--- src/rtl/ssc_pkg.sv ---
package ssc_pkg;

  // Input operation codes.
  localparam logic [1:0] OP_SPRITE = 2'd0;
  localparam logic [1:0] OP_READ   = 2'd1;
  localparam logic [1:0] OP_WRITE  = 2'd2;

  // Command codes handed from the front end to the back end.
  localparam logic [1:0] CMD_WRITE = 2'd0;
  localparam logic [1:0] CMD_READ  = 2'd1;
  localparam logic [1:0] CMD_ZERO  = 2'd2;

  // Pixel width and the widest line address (line width up to 1024).
  localparam int PIXEL_W    = 16;
  localparam int MAX_ADDR_W = 10;

  // Defaults for the top-level parameters.
  localparam int DEF_LINE_WIDTH  = 128;
  localparam int DEF_QUEUE_DEPTH = 2;

  // One classified beat for the back end.
  typedef struct packed {
    logic [1:0]            kind;
    logic [MAX_ADDR_W-1:0] addr;
    logic [PIXEL_W-1:0]    data;
  } cmd_t;

endpackage

--- src/rtl/ssc_ram.sv ---
module ssc_ram #(
  parameter int WIDTH = 16,
  parameter int DEPTH = 128,
  localparam int ADDR_W = $clog2(DEPTH)
) (
  input  logic              clk,
  input  logic              en,
  input  logic              we,
  input  logic [ADDR_W-1:0] addr,
  input  logic [WIDTH-1:0]  wdata,
  output logic [WIDTH-1:0]  rdata
);

  logic [WIDTH-1:0] mem_r [DEPTH];
  logic [WIDTH-1:0] rdata_r;

  // Single port with a registered read.
  always_ff @(posedge clk) begin
    if (en) begin
      if (we) begin
        mem_r[addr] <= wdata;
      end else begin
        rdata_r <= mem_r[addr];
      end
    end
  end

  assign rdata = rdata_r;

endmodule

--- src/rtl/ssc_front.sv ---
module ssc_front
  import ssc_pkg::*;
#(
  parameter int LINE_WIDTH = DEF_LINE_WIDTH
) (
  input  logic              clk,
  input  logic              rst_n,
  input  logic              cfg_we,
  input  logic [15:0]       cfg_data,
  input  logic              beat_ok,
  input  logic [1:0]        op,
  input  logic signed [8:0] sprite_x,
  input  logic signed [8:0] sprite_y,
  input  logic [7:0]        sprite_width,
  input  logic [7:0]        sprite_height,
  input  logic              visible,
  input  logic              mirror,
  input  logic [6:0]        scanline,
  input  logic [6:0]        src_column,
  input  logic [15:0]       color,
  input  logic [6:0]        line_addr,
  output logic              push,
  output cmd_t              push_cmd
);

  localparam logic [10:0] LINE_LIM = 11'(LINE_WIDTH);

  logic [15:0]       key_r;
  logic [15:0]       key_nxt;
  logic signed [9:0] row;
  logic signed [10:0] ofs;
  logic signed [10:0] tx;
  logic              row_hit;
  logic              col_hit;
  logic              tx_hit;
  logic              spr_draw;
  logic [10:0]       la_ext;
  logic              la_hit;
  logic              keep;

  // Transparent color key register.
  always_comb begin
    key_nxt = key_r;
    if (cfg_we) begin
      key_nxt = cfg_data;
    end
  end

  always_ff @(posedge clk) begin
    if (!rst_n) begin
      key_r <= '0;
    end else begin
      key_r <= key_nxt;
    end
  end

  // Sprite pixel placement and clipping.
  always_comb begin
    row     = $signed({3'b000, scanline}) - 10'(sprite_y);
    row_hit = !row[9] && ({1'b0, row[8:0]} < {2'b00, sprite_height});
    col_hit = {1'b0, src_column} < sprite_width;
    if (mirror) begin
      ofs = $signed({3'b000, sprite_width}) - 11'sd1 - $signed({4'b0000, src_column});
    end else begin
      ofs = $signed({4'b0000, src_column});
    end
    tx       = 11'(sprite_x) + ofs;
    tx_hit   = !tx[10] && ({1'b0, tx[9:0]} < LINE_LIM);
    spr_draw = visible && row_hit && col_hit && tx_hit && (color != key_r);
    la_ext   = {4'b0000, line_addr};
    la_hit   = la_ext < LINE_LIM;
  end

  // Classify the beat into a back-end command, dropping beats with no effect.
  always_comb begin
    keep          = 1'b0;
    push_cmd.kind = CMD_WRITE;
    push_cmd.addr = la_ext[MAX_ADDR_W-1:0];
    push_cmd.data = color;
    unique case (op)
      OP_SPRITE: begin
        keep          = spr_draw;
        push_cmd.addr = tx[MAX_ADDR_W-1:0];
      end
      OP_READ: begin
        keep          = 1'b1;
        push_cmd.kind = la_hit ? CMD_READ : CMD_ZERO;
      end
      OP_WRITE: begin
        keep = la_hit;
      end
      default: begin
        keep = 1'b0;
      end
    endcase
    push = beat_ok && keep;
  end

endmodule

--- src/rtl/ssc_queue.sv ---
module ssc_queue
  import ssc_pkg::*;
#(
  parameter int DEPTH = DEF_QUEUE_DEPTH,
  localparam int PTR_W = (DEPTH > 1) ? $clog2(DEPTH) : 1,
  localparam int CNT_W = $clog2(DEPTH + 1)
) (
  input  logic clk,
  input  logic rst_n,
  input  logic wr_en,
  input  cmd_t wr_cmd,
  output logic full,
  input  logic rd_en,
  output cmd_t rd_cmd,
  output logic not_empty
);

  localparam logic [PTR_W-1:0] PTR_LAST = PTR_W'(DEPTH - 1);
  localparam logic [CNT_W-1:0] CNT_FULL = CNT_W'(DEPTH);

  cmd_t             slot_r [DEPTH];
  logic [PTR_W-1:0] wr_ptr_r;
  logic [PTR_W-1:0] wr_ptr_nxt;
  logic [PTR_W-1:0] rd_ptr_r;
  logic [PTR_W-1:0] rd_ptr_nxt;
  logic [CNT_W-1:0] count_r;
  logic [CNT_W-1:0] count_nxt;

  assign full      = (count_r == CNT_FULL);
  assign not_empty = (count_r != '0);
  assign rd_cmd    = slot_r[rd_ptr_r];

  // Pointer and fill count update.
  always_comb begin
    wr_ptr_nxt = wr_ptr_r;
    rd_ptr_nxt = rd_ptr_r;
    count_nxt  = count_r;
    if (wr_en) begin
      wr_ptr_nxt = (wr_ptr_r == PTR_LAST) ? '0 : wr_ptr_r + 1'b1;
    end
    if (rd_en) begin
      rd_ptr_nxt = (rd_ptr_r == PTR_LAST) ? '0 : rd_ptr_r + 1'b1;
    end
    if (wr_en && !rd_en) begin
      count_nxt = count_r + 1'b1;
    end else if (rd_en && !wr_en) begin
      count_nxt = count_r - 1'b1;
    end
  end

  always_ff @(posedge clk) begin
    if (!rst_n) begin
      wr_ptr_r <= '0;
      rd_ptr_r <= '0;
      count_r  <= '0;
    end else begin
      wr_ptr_r <= wr_ptr_nxt;
      rd_ptr_r <= rd_ptr_nxt;
      count_r  <= count_nxt;
    end
  end

  // Command storage.
  always_ff @(posedge clk) begin
    if (wr_en) begin
      slot_r[wr_ptr_r] <= wr_cmd;
    end
  end

endmodule

--- src/rtl/ssc_back.sv ---
module ssc_back
  import ssc_pkg::*;
#(
  parameter int LINE_WIDTH = DEF_LINE_WIDTH,
  localparam int ADDR_W = $clog2(LINE_WIDTH)
) (
  input  logic               clk,
  input  logic               rst_n,
  input  logic               cmd_avail,
  input  cmd_t               cmd,
  output logic               pop,
  output logic               out_valid,
  input  logic               out_stall,
  output logic [PIXEL_W-1:0] out_pixel_value
);

  logic               rd_pend_r;
  logic               rd_pend_nxt;
  logic               zero_r;
  logic               out_valid_r;
  logic               out_valid_nxt;
  logic [PIXEL_W-1:0] pix_r;
  logic               is_write;
  logic               slot_free;
  logic               ram_en;
  logic               ram_we;
  logic [PIXEL_W-1:0] ram_rdata;

  // A read is issued only when its result will find the output register free.
  always_comb begin
    is_write  = (cmd.kind == CMD_WRITE);
    slot_free = !rd_pend_r && (!out_valid_r || !out_stall);
    pop       = cmd_avail && (is_write || slot_free);
    ram_we    = pop && is_write;
    ram_en    = pop && (cmd.kind != CMD_ZERO);
  end

  ssc_ram #(
    .WIDTH (PIXEL_W),
    .DEPTH (LINE_WIDTH)
  ) u_line_ram (
    .clk   (clk),
    .en    (ram_en),
    .we    (ram_we),
    .addr  (cmd.addr[ADDR_W-1:0]),
    .wdata (cmd.data),
    .rdata (ram_rdata)
  );

  // Read tracking and output register control.
  always_comb begin
    rd_pend_nxt   = pop && !is_write;
    out_valid_nxt = out_valid_r;
    if (rd_pend_r) begin
      out_valid_nxt = 1'b1;
    end else if (out_valid_r && !out_stall) begin
      out_valid_nxt = 1'b0;
    end
  end

  always_ff @(posedge clk) begin
    if (!rst_n) begin
      rd_pend_r   <= 1'b0;
      out_valid_r <= 1'b0;
    end else begin
      rd_pend_r   <= rd_pend_nxt;
      out_valid_r <= out_valid_nxt;
    end
  end

  // Output payload; an off-line read returns zero.
  always_ff @(posedge clk) begin
    if (pop) begin
      zero_r <= (cmd.kind == CMD_ZERO);
    end
    if (rd_pend_r) begin
      pix_r <= zero_r ? '0 : ram_rdata;
    end
  end

  assign out_valid       = out_valid_r;
  assign out_pixel_value = pix_r;

endmodule

--- src/rtl/sprite_scanline_compositor_unit.sv ---
// Path: an accepted read beat passes the command queue, the registered line
// RAM read and the output register. Throughput: one beat per cycle for sprite
// pixels and line writes while in_stall is low; a read waits until the earlier
// read has left the single RAM port and the one-entry output register is free.
// Reset (rst_n, synchronous) clears the color key, the queue and the output;
// line buffer contents are undefined until written.
module sprite_scanline_compositor_unit
  import ssc_pkg::*;
#(
  parameter int LINE_WIDTH  = DEF_LINE_WIDTH,
  parameter int QUEUE_DEPTH = DEF_QUEUE_DEPTH
) (
  input  logic              clk,
  input  logic              rst_n,
  input  logic              cfg_we,
  input  logic [15:0]       cfg_data,
  input  logic              in_valid,
  output logic              in_stall,
  input  logic [1:0]        in_op,
  input  logic signed [8:0] in_sprite_x,
  input  logic signed [8:0] in_sprite_y,
  input  logic [7:0]        in_sprite_width,
  input  logic [7:0]        in_sprite_height,
  input  logic              in_visible,
  input  logic              in_mirror,
  input  logic [6:0]        in_scanline,
  input  logic [6:0]        in_src_column,
  input  logic [15:0]       in_color,
  input  logic [6:0]        in_line_addr,
  output logic              out_valid,
  input  logic              out_stall,
  output logic [15:0]       out_pixel_value
);

  logic q_full;
  logic q_push;
  cmd_t q_push_cmd;
  logic q_pop;
  cmd_t q_head;
  logic q_avail;

  assign in_stall = q_full;

  // Front end: color key, clipping and classification.
  ssc_front #(
    .LINE_WIDTH (LINE_WIDTH)
  ) u_front (
    .clk           (clk),
    .rst_n         (rst_n),
    .cfg_we        (cfg_we),
    .cfg_data      (cfg_data),
    .beat_ok       (in_valid && !q_full),
    .op            (in_op),
    .sprite_x      (in_sprite_x),
    .sprite_y      (in_sprite_y),
    .sprite_width  (in_sprite_width),
    .sprite_height (in_sprite_height),
    .visible       (in_visible),
    .mirror        (in_mirror),
    .scanline      (in_scanline),
    .src_column    (in_src_column),
    .color         (in_color),
    .line_addr     (in_line_addr),
    .push          (q_push),
    .push_cmd      (q_push_cmd)
  );

  // Command queue between front and back end.
  ssc_queue #(
    .DEPTH (QUEUE_DEPTH)
  ) u_queue (
    .clk       (clk),
    .rst_n     (rst_n),
    .wr_en     (q_push),
    .wr_cmd    (q_push_cmd),
    .full      (q_full),
    .rd_en     (q_pop),
    .rd_cmd    (q_head),
    .not_empty (q_avail)
  );

  // Back end: line buffer access and result register.
  ssc_back #(
    .LINE_WIDTH (LINE_WIDTH)
  ) u_back (
    .clk             (clk),
    .rst_n           (rst_n),
    .cmd_avail       (q_avail),
    .cmd             (q_head),
    .pop             (q_pop),
    .out_valid       (out_valid),
    .out_stall       (out_stall),
    .out_pixel_value (out_pixel_value)
  );

endmodule
--- config.mk ---
export PLATFORM = sky130hd
export DESIGN_NAME = sprite_scanline_compositor_unit
export DESIGN_NICKNAME = d
export VERILOG_FILES = /design/src/rtl/ssc_pkg.sv /design/src/rtl/ssc_ram.sv /design/src/rtl/ssc_front.sv /design/src/rtl/ssc_queue.sv /design/src/rtl/ssc_back.sv /design/src/rtl/sprite_scanline_compositor_unit.sv
export SDC_FILE = /design/constraint.sdc
export NUM_CORES = 2
export LEC_CHECK = 0
export BUFFER_PORTS_ARGS = -buffer_cell sky130_fd_sc_hd__buf_2
export CORE_MARGIN = 5
export CORE_UTILIZATION = 45
export DETAILED_ROUTE_END_ITERATION = 8
export PLACE_DENSITY = 0.59
export SLEW_MARGIN = 20
export SYNTH_ARGS = -nofsm -noshare
export SYNTH_HDL_FRONTEND = slang
export SYNTH_SLANG_ARGS = --single-unit
--- constraint.sdc ---
create_clock -name clk -period 11.6 [get_ports clk]
set_clock_uncertainty 0.1 [all_clocks]
set_input_delay 2.32 -clock clk [delete_from_list [all_inputs] [get_ports clk]]
set_output_delay 2.32 -clock clk [all_outputs]
set_load 0.01 [all_outputs]
==> summary.txt <==
Run status
  • Status: complete, no violations

Global route
  • Vias in the first global route: about 45,000
  • First-pass GRT wire length: around 350,000 um
  • Largest net degree at the start of global routing: 103
  • GR Util All Layers: between 20 and 30%
  • Initial antenna violation count: 14
  • Congestion Overflow GR: 0

Worst setup path
  • Crit path depth: 19
  • CP arrival: between 7 and 8 ns
  • R2R depth: 11
  • CP top delay family: simple AND/OR/NAND/NOR gates
  • Setup crit end kind: flip-flop
  • Cell Chain, Critical Path: buf_2, inv_1, ha_1, inv_1, ha_1, nor2b_1, o21ai_0, a21boi_0, or3_1, o21ai_0, ha_1, and3_1, a2111oi_0, a21oi_1, mux2i_1, o221ai_1, nand4b_1, o21ai_1, and2_1
  • Startpoint Class: input port
  • CP dominant cell by count: ha_1
  • CP max stage delay: just under 0.9 ns
  • CP max FO: 24
  • Req. time, crit path: roughly 12 ns
  • Setup CP Type: input port to flip-flop
  • Buf/Inv on CP: 3
  • CP max-delay cell: and2_1

Yosys
  • #FFs+latches synth: 2,151
  • Ys flop type: edfxtp_1
  • Top cell type's share of synthesized area: 79.4%
  • Most frequent cell after synthesis: edfxtp_1
  • Top post-synthesis cells by count: edfxtp_1, a22oi_1, nand2_1
  • Synthesized instance count: 4,650
  • Synth area leaders: edfxtp_1, a22oi_1, a41oi_1, nand2_1, a21oi_1
  • Yosys top cell by area: edfxtp_1
  • Post-synthesis sequential area ratio: around 80%
  • Avg Cell Area, Syn: 17.3 sq um
  • Mapped Nets: ~4,800
  • Ys async rst share: 0%
  • EDFF count, synth: 2,128
  • Cell variety after synth: slightly below 70
  • Synthesized cell area: approximately 80,000 sq um
  • Yosys warnings: 0

Power and ir drop
  • Cell Int Power: between 10 and 15 mW
  • PwrDens: ~200 nW/um^2
  • Flop pwr share: 49.5%
  • Worst VDD drop: 0.000178 V
  • Switching part of the total power: about 28%
  • Leak pwr: approximately 28 nW
  • Clock Power Share: around a third
  • Comb pwr share: 15.3%
  • P_sw: approximately 5.2 mW

Route
  • Antenna-violating nets left: 0
  • DRT Pass-1 Iters: 6
  • Via density: between 6 and 7
  • Highest Signal Layer: met5
  • Met2 WL post-DR: 114,000 um
  • Met1 Wirelength: around 100,000 um
  • Drc violations: 0
  • Final WL: approximately 250,000 um
  • Routed wl met3: 25,900 um
  • DR WL/cell: 33.1 um
  • Via count: 47,500
  • Starting DRC count in detailed routing: 6,985

Layout
  • Sequential Area: 64,400 sq um
  • Layout fillers: roughly 14,000
  • Layout cells sized above 1: between 10% and 20%
  • Final #Nets: just over 5,000
  • P&R area growth vs syn: 13.5%
  • Multi-input logic area: about 15,000 sq um
  • Final cell count without fillers: approximately 7,400

Placed design
  • DP Worst Slack: about 3.8 ns
  • Placed insts: 7,054
  • Final HPWL DP: 140,000 um
  • Final Wtd Congestion: between 0.8 and 0.9
  • PortBufs: about 110

Clocking
  • PostCTS Resize Cnt: 0
  • Clock-pin slew on the worst setup and hold paths: about 0.060 ns
  • Maximum clock insertion buffer count: 3
  • Skew-Pair Late Insertion Delay: between 0.8 and 0.9 ns
  • Root buffer cell: clkbuf_16
  • Num CTS Buffers: between 200 and 250
  • CTS tree: yes
  • CTS hold repair buffers: 0
  • Post-CTS setup buffers: 0
  • H-tree depth: 4
  • Clock sink count: about 2,200

STA
  • Minimum clock period: 6.89 ns
  • Least-Margin Pin Slew: ~1.2 ns
  • TNS Setup: 0 ns
  • F_max: ~0.15 GHz
  • Final max-slew violation count: 0
  • Fin. Hold Viols: 0
  • Final Cycle Share: 59.4%
  • Setup-failing EPs final: 0
  • Setup WS post-layout: approximately 4.7 ns
  • RSZ-0062 raised after global routing: no
  • Max_slew headroom: ~21%

Floorplan
  • Die height: between 400 and 500 um
  • Die width: 433 um
  • Starting density of the core: a little under half
  • # rows: about 160
  • Top Ports: 114
  • Core area: roughly 180,000 sq um
  • Die area: ~190,000 sq um

Job
  • Max Cap Viol: 0

Hold path
  • Hold depth: 0
  • Hold crit path type: flip-flop to flip-flop
[layout make-up]
cell class                      instances  share of cell area (%)
Sequential cell                      2151                    70.5
Multi-Input combinational cell       2161                    16.3
Clock buffer                          261                    6.02
Tap cell                             2355                    3.23
Timing Repair Buffer                  345                    2.70
Clock inverter                        119                    1.10
Inverter                               42                   0.173
Antenna cell                            3                 0.00822
[layer usage]
layer	up-vias	global-route usage [%]
met5	-	0
met4	14	8.31
met3	348	5.95
met2	2707	39.7
met1	24700	36.8
li1	19700	-
[placed cells by master, fill, tap and decap left out, types with 8 or more instances in the layout]
cell	synthesis	layout
nor2_2	0	13
nand3_1	14	14
or3_1	8	8
a22oi_1	818	817
buf_2	149	113
nor4_1	14	13
edfxtp_1	2128	2128
ha_1	43	43
o21ai_0	39	38
a221oi_1	83	83
nor2b_1	36	35
nor2_1	163	143
nand2_1	280	280
inv_1	42	42
nand4_1	44	44
a41oi_1	122	122
a31oi_1	99	99
clkbuf_16	0	211
buf_12	0	11
dfxtp_1	23	22
xnor2_1	34	34
clkinv_2	0	37
clkbuf_1	93	47
buf_4	4	216
a21oi_1	150	150
mux2_4	0	16
or4_1	12	12
bufinv_16	0	11
nor3_1	18	18
nand2b_1	10	10
a21o_1	8	8
clkinv_1	0	51
mux2i_1	21	20
[worst register-to-register path, cell delays in order, from the launching register on]
cell and delay (ns):
dfxtp_2 0.31, buf_4 0.49, nand2b_1 0.52, o22a_2 0.61
buf_4 0.41, buf_4 0.55, a21oi_1 0.13, a221oi_1 0.23
a31oi_1 0.26, or3_1 0.48, nor4_1 0.82, o221ai_1 0.27
[state kept, by name (all words and copies together), names as in the netlist, named ones only]
register / flops
u_queue.rd_ptr_r: 1
u_queue.count_r: 2
u_back.out_pixel_value: 16
u_back.u_line_ram.mem_r: 2048
u_back.rd_pend_r: 1
u_queue.wr_ptr_r: 1
u_back.u_line_ram.rdata: 16
u_back.out_valid: 1
u_queue.slot_r: 48
u_front.key_r: 16
[power by group through the flow]
stage / Clock, mW / Combinational [mW] / Sequential, mW
after global routing: 6.91 / 2.94 / 9.16
after global placement: 0 / 2.75 / 9.32
after CTS: 6.58 / 2.80 / 9.16
after detailed placement: 0 / 2.79 / 9.33
final: 6.51 / 2.84 / 9.16
after floorplan: 0 / 1.38 / 9.32
[per-stage QoR]
| step | power [mW] | cell area, sq um | util, % | hold slack [ns] |
|---|---|---|---|---|
| global placement | 12.1 | 84800 | 47.6 | 0.306 |
| detailed placement | 12.1 | 84800 | 47.6 | 0.305 |
| global route | 19.0 | 91300 | 51.3 | 0.326 |
| floorplan | 10.7 | 80400 | - | 0.300 |
| CTS | 18.5 | 91300 | 51.2 | 0.310 |
| finish | 18.5 | 91400 | 51.3 | 0.318 |
[kinds of logic (layout without fill, tap and decap cells)]
group	count (synthesis)	in the layout	share of synthesized area (%)
other cells	0	3	0
simple gates	620	620	3.43
mux	44	44	0.583
flops	2151	2151	80.0
xor+xnor	40	40	0.435
fa+ha+maj	46	46	0.743
compound gates	1411	1411	12.9
buf+inv	338	767	1.87
[worst paths after layout]
| check | slack, ns | endpoint | start |
|---|---|---|---|
| max | 4.71 | u_queue.slot_r[1][7] | in_sprite_width[0] |
| max reg2reg | 6.12 | u_back.u_line_ram.rdata[0] | flip-flop |
| min | 0.32 | u_back.out_pixel_value[0] | u_back.u_line_ram.rdata[0] |
| min reg2reg | 0.32 | u_back.out_pixel_value[0] | u_back.u_line_ram.rdata[0] |
Note: power is estimated with default switching activity, not from simulation.
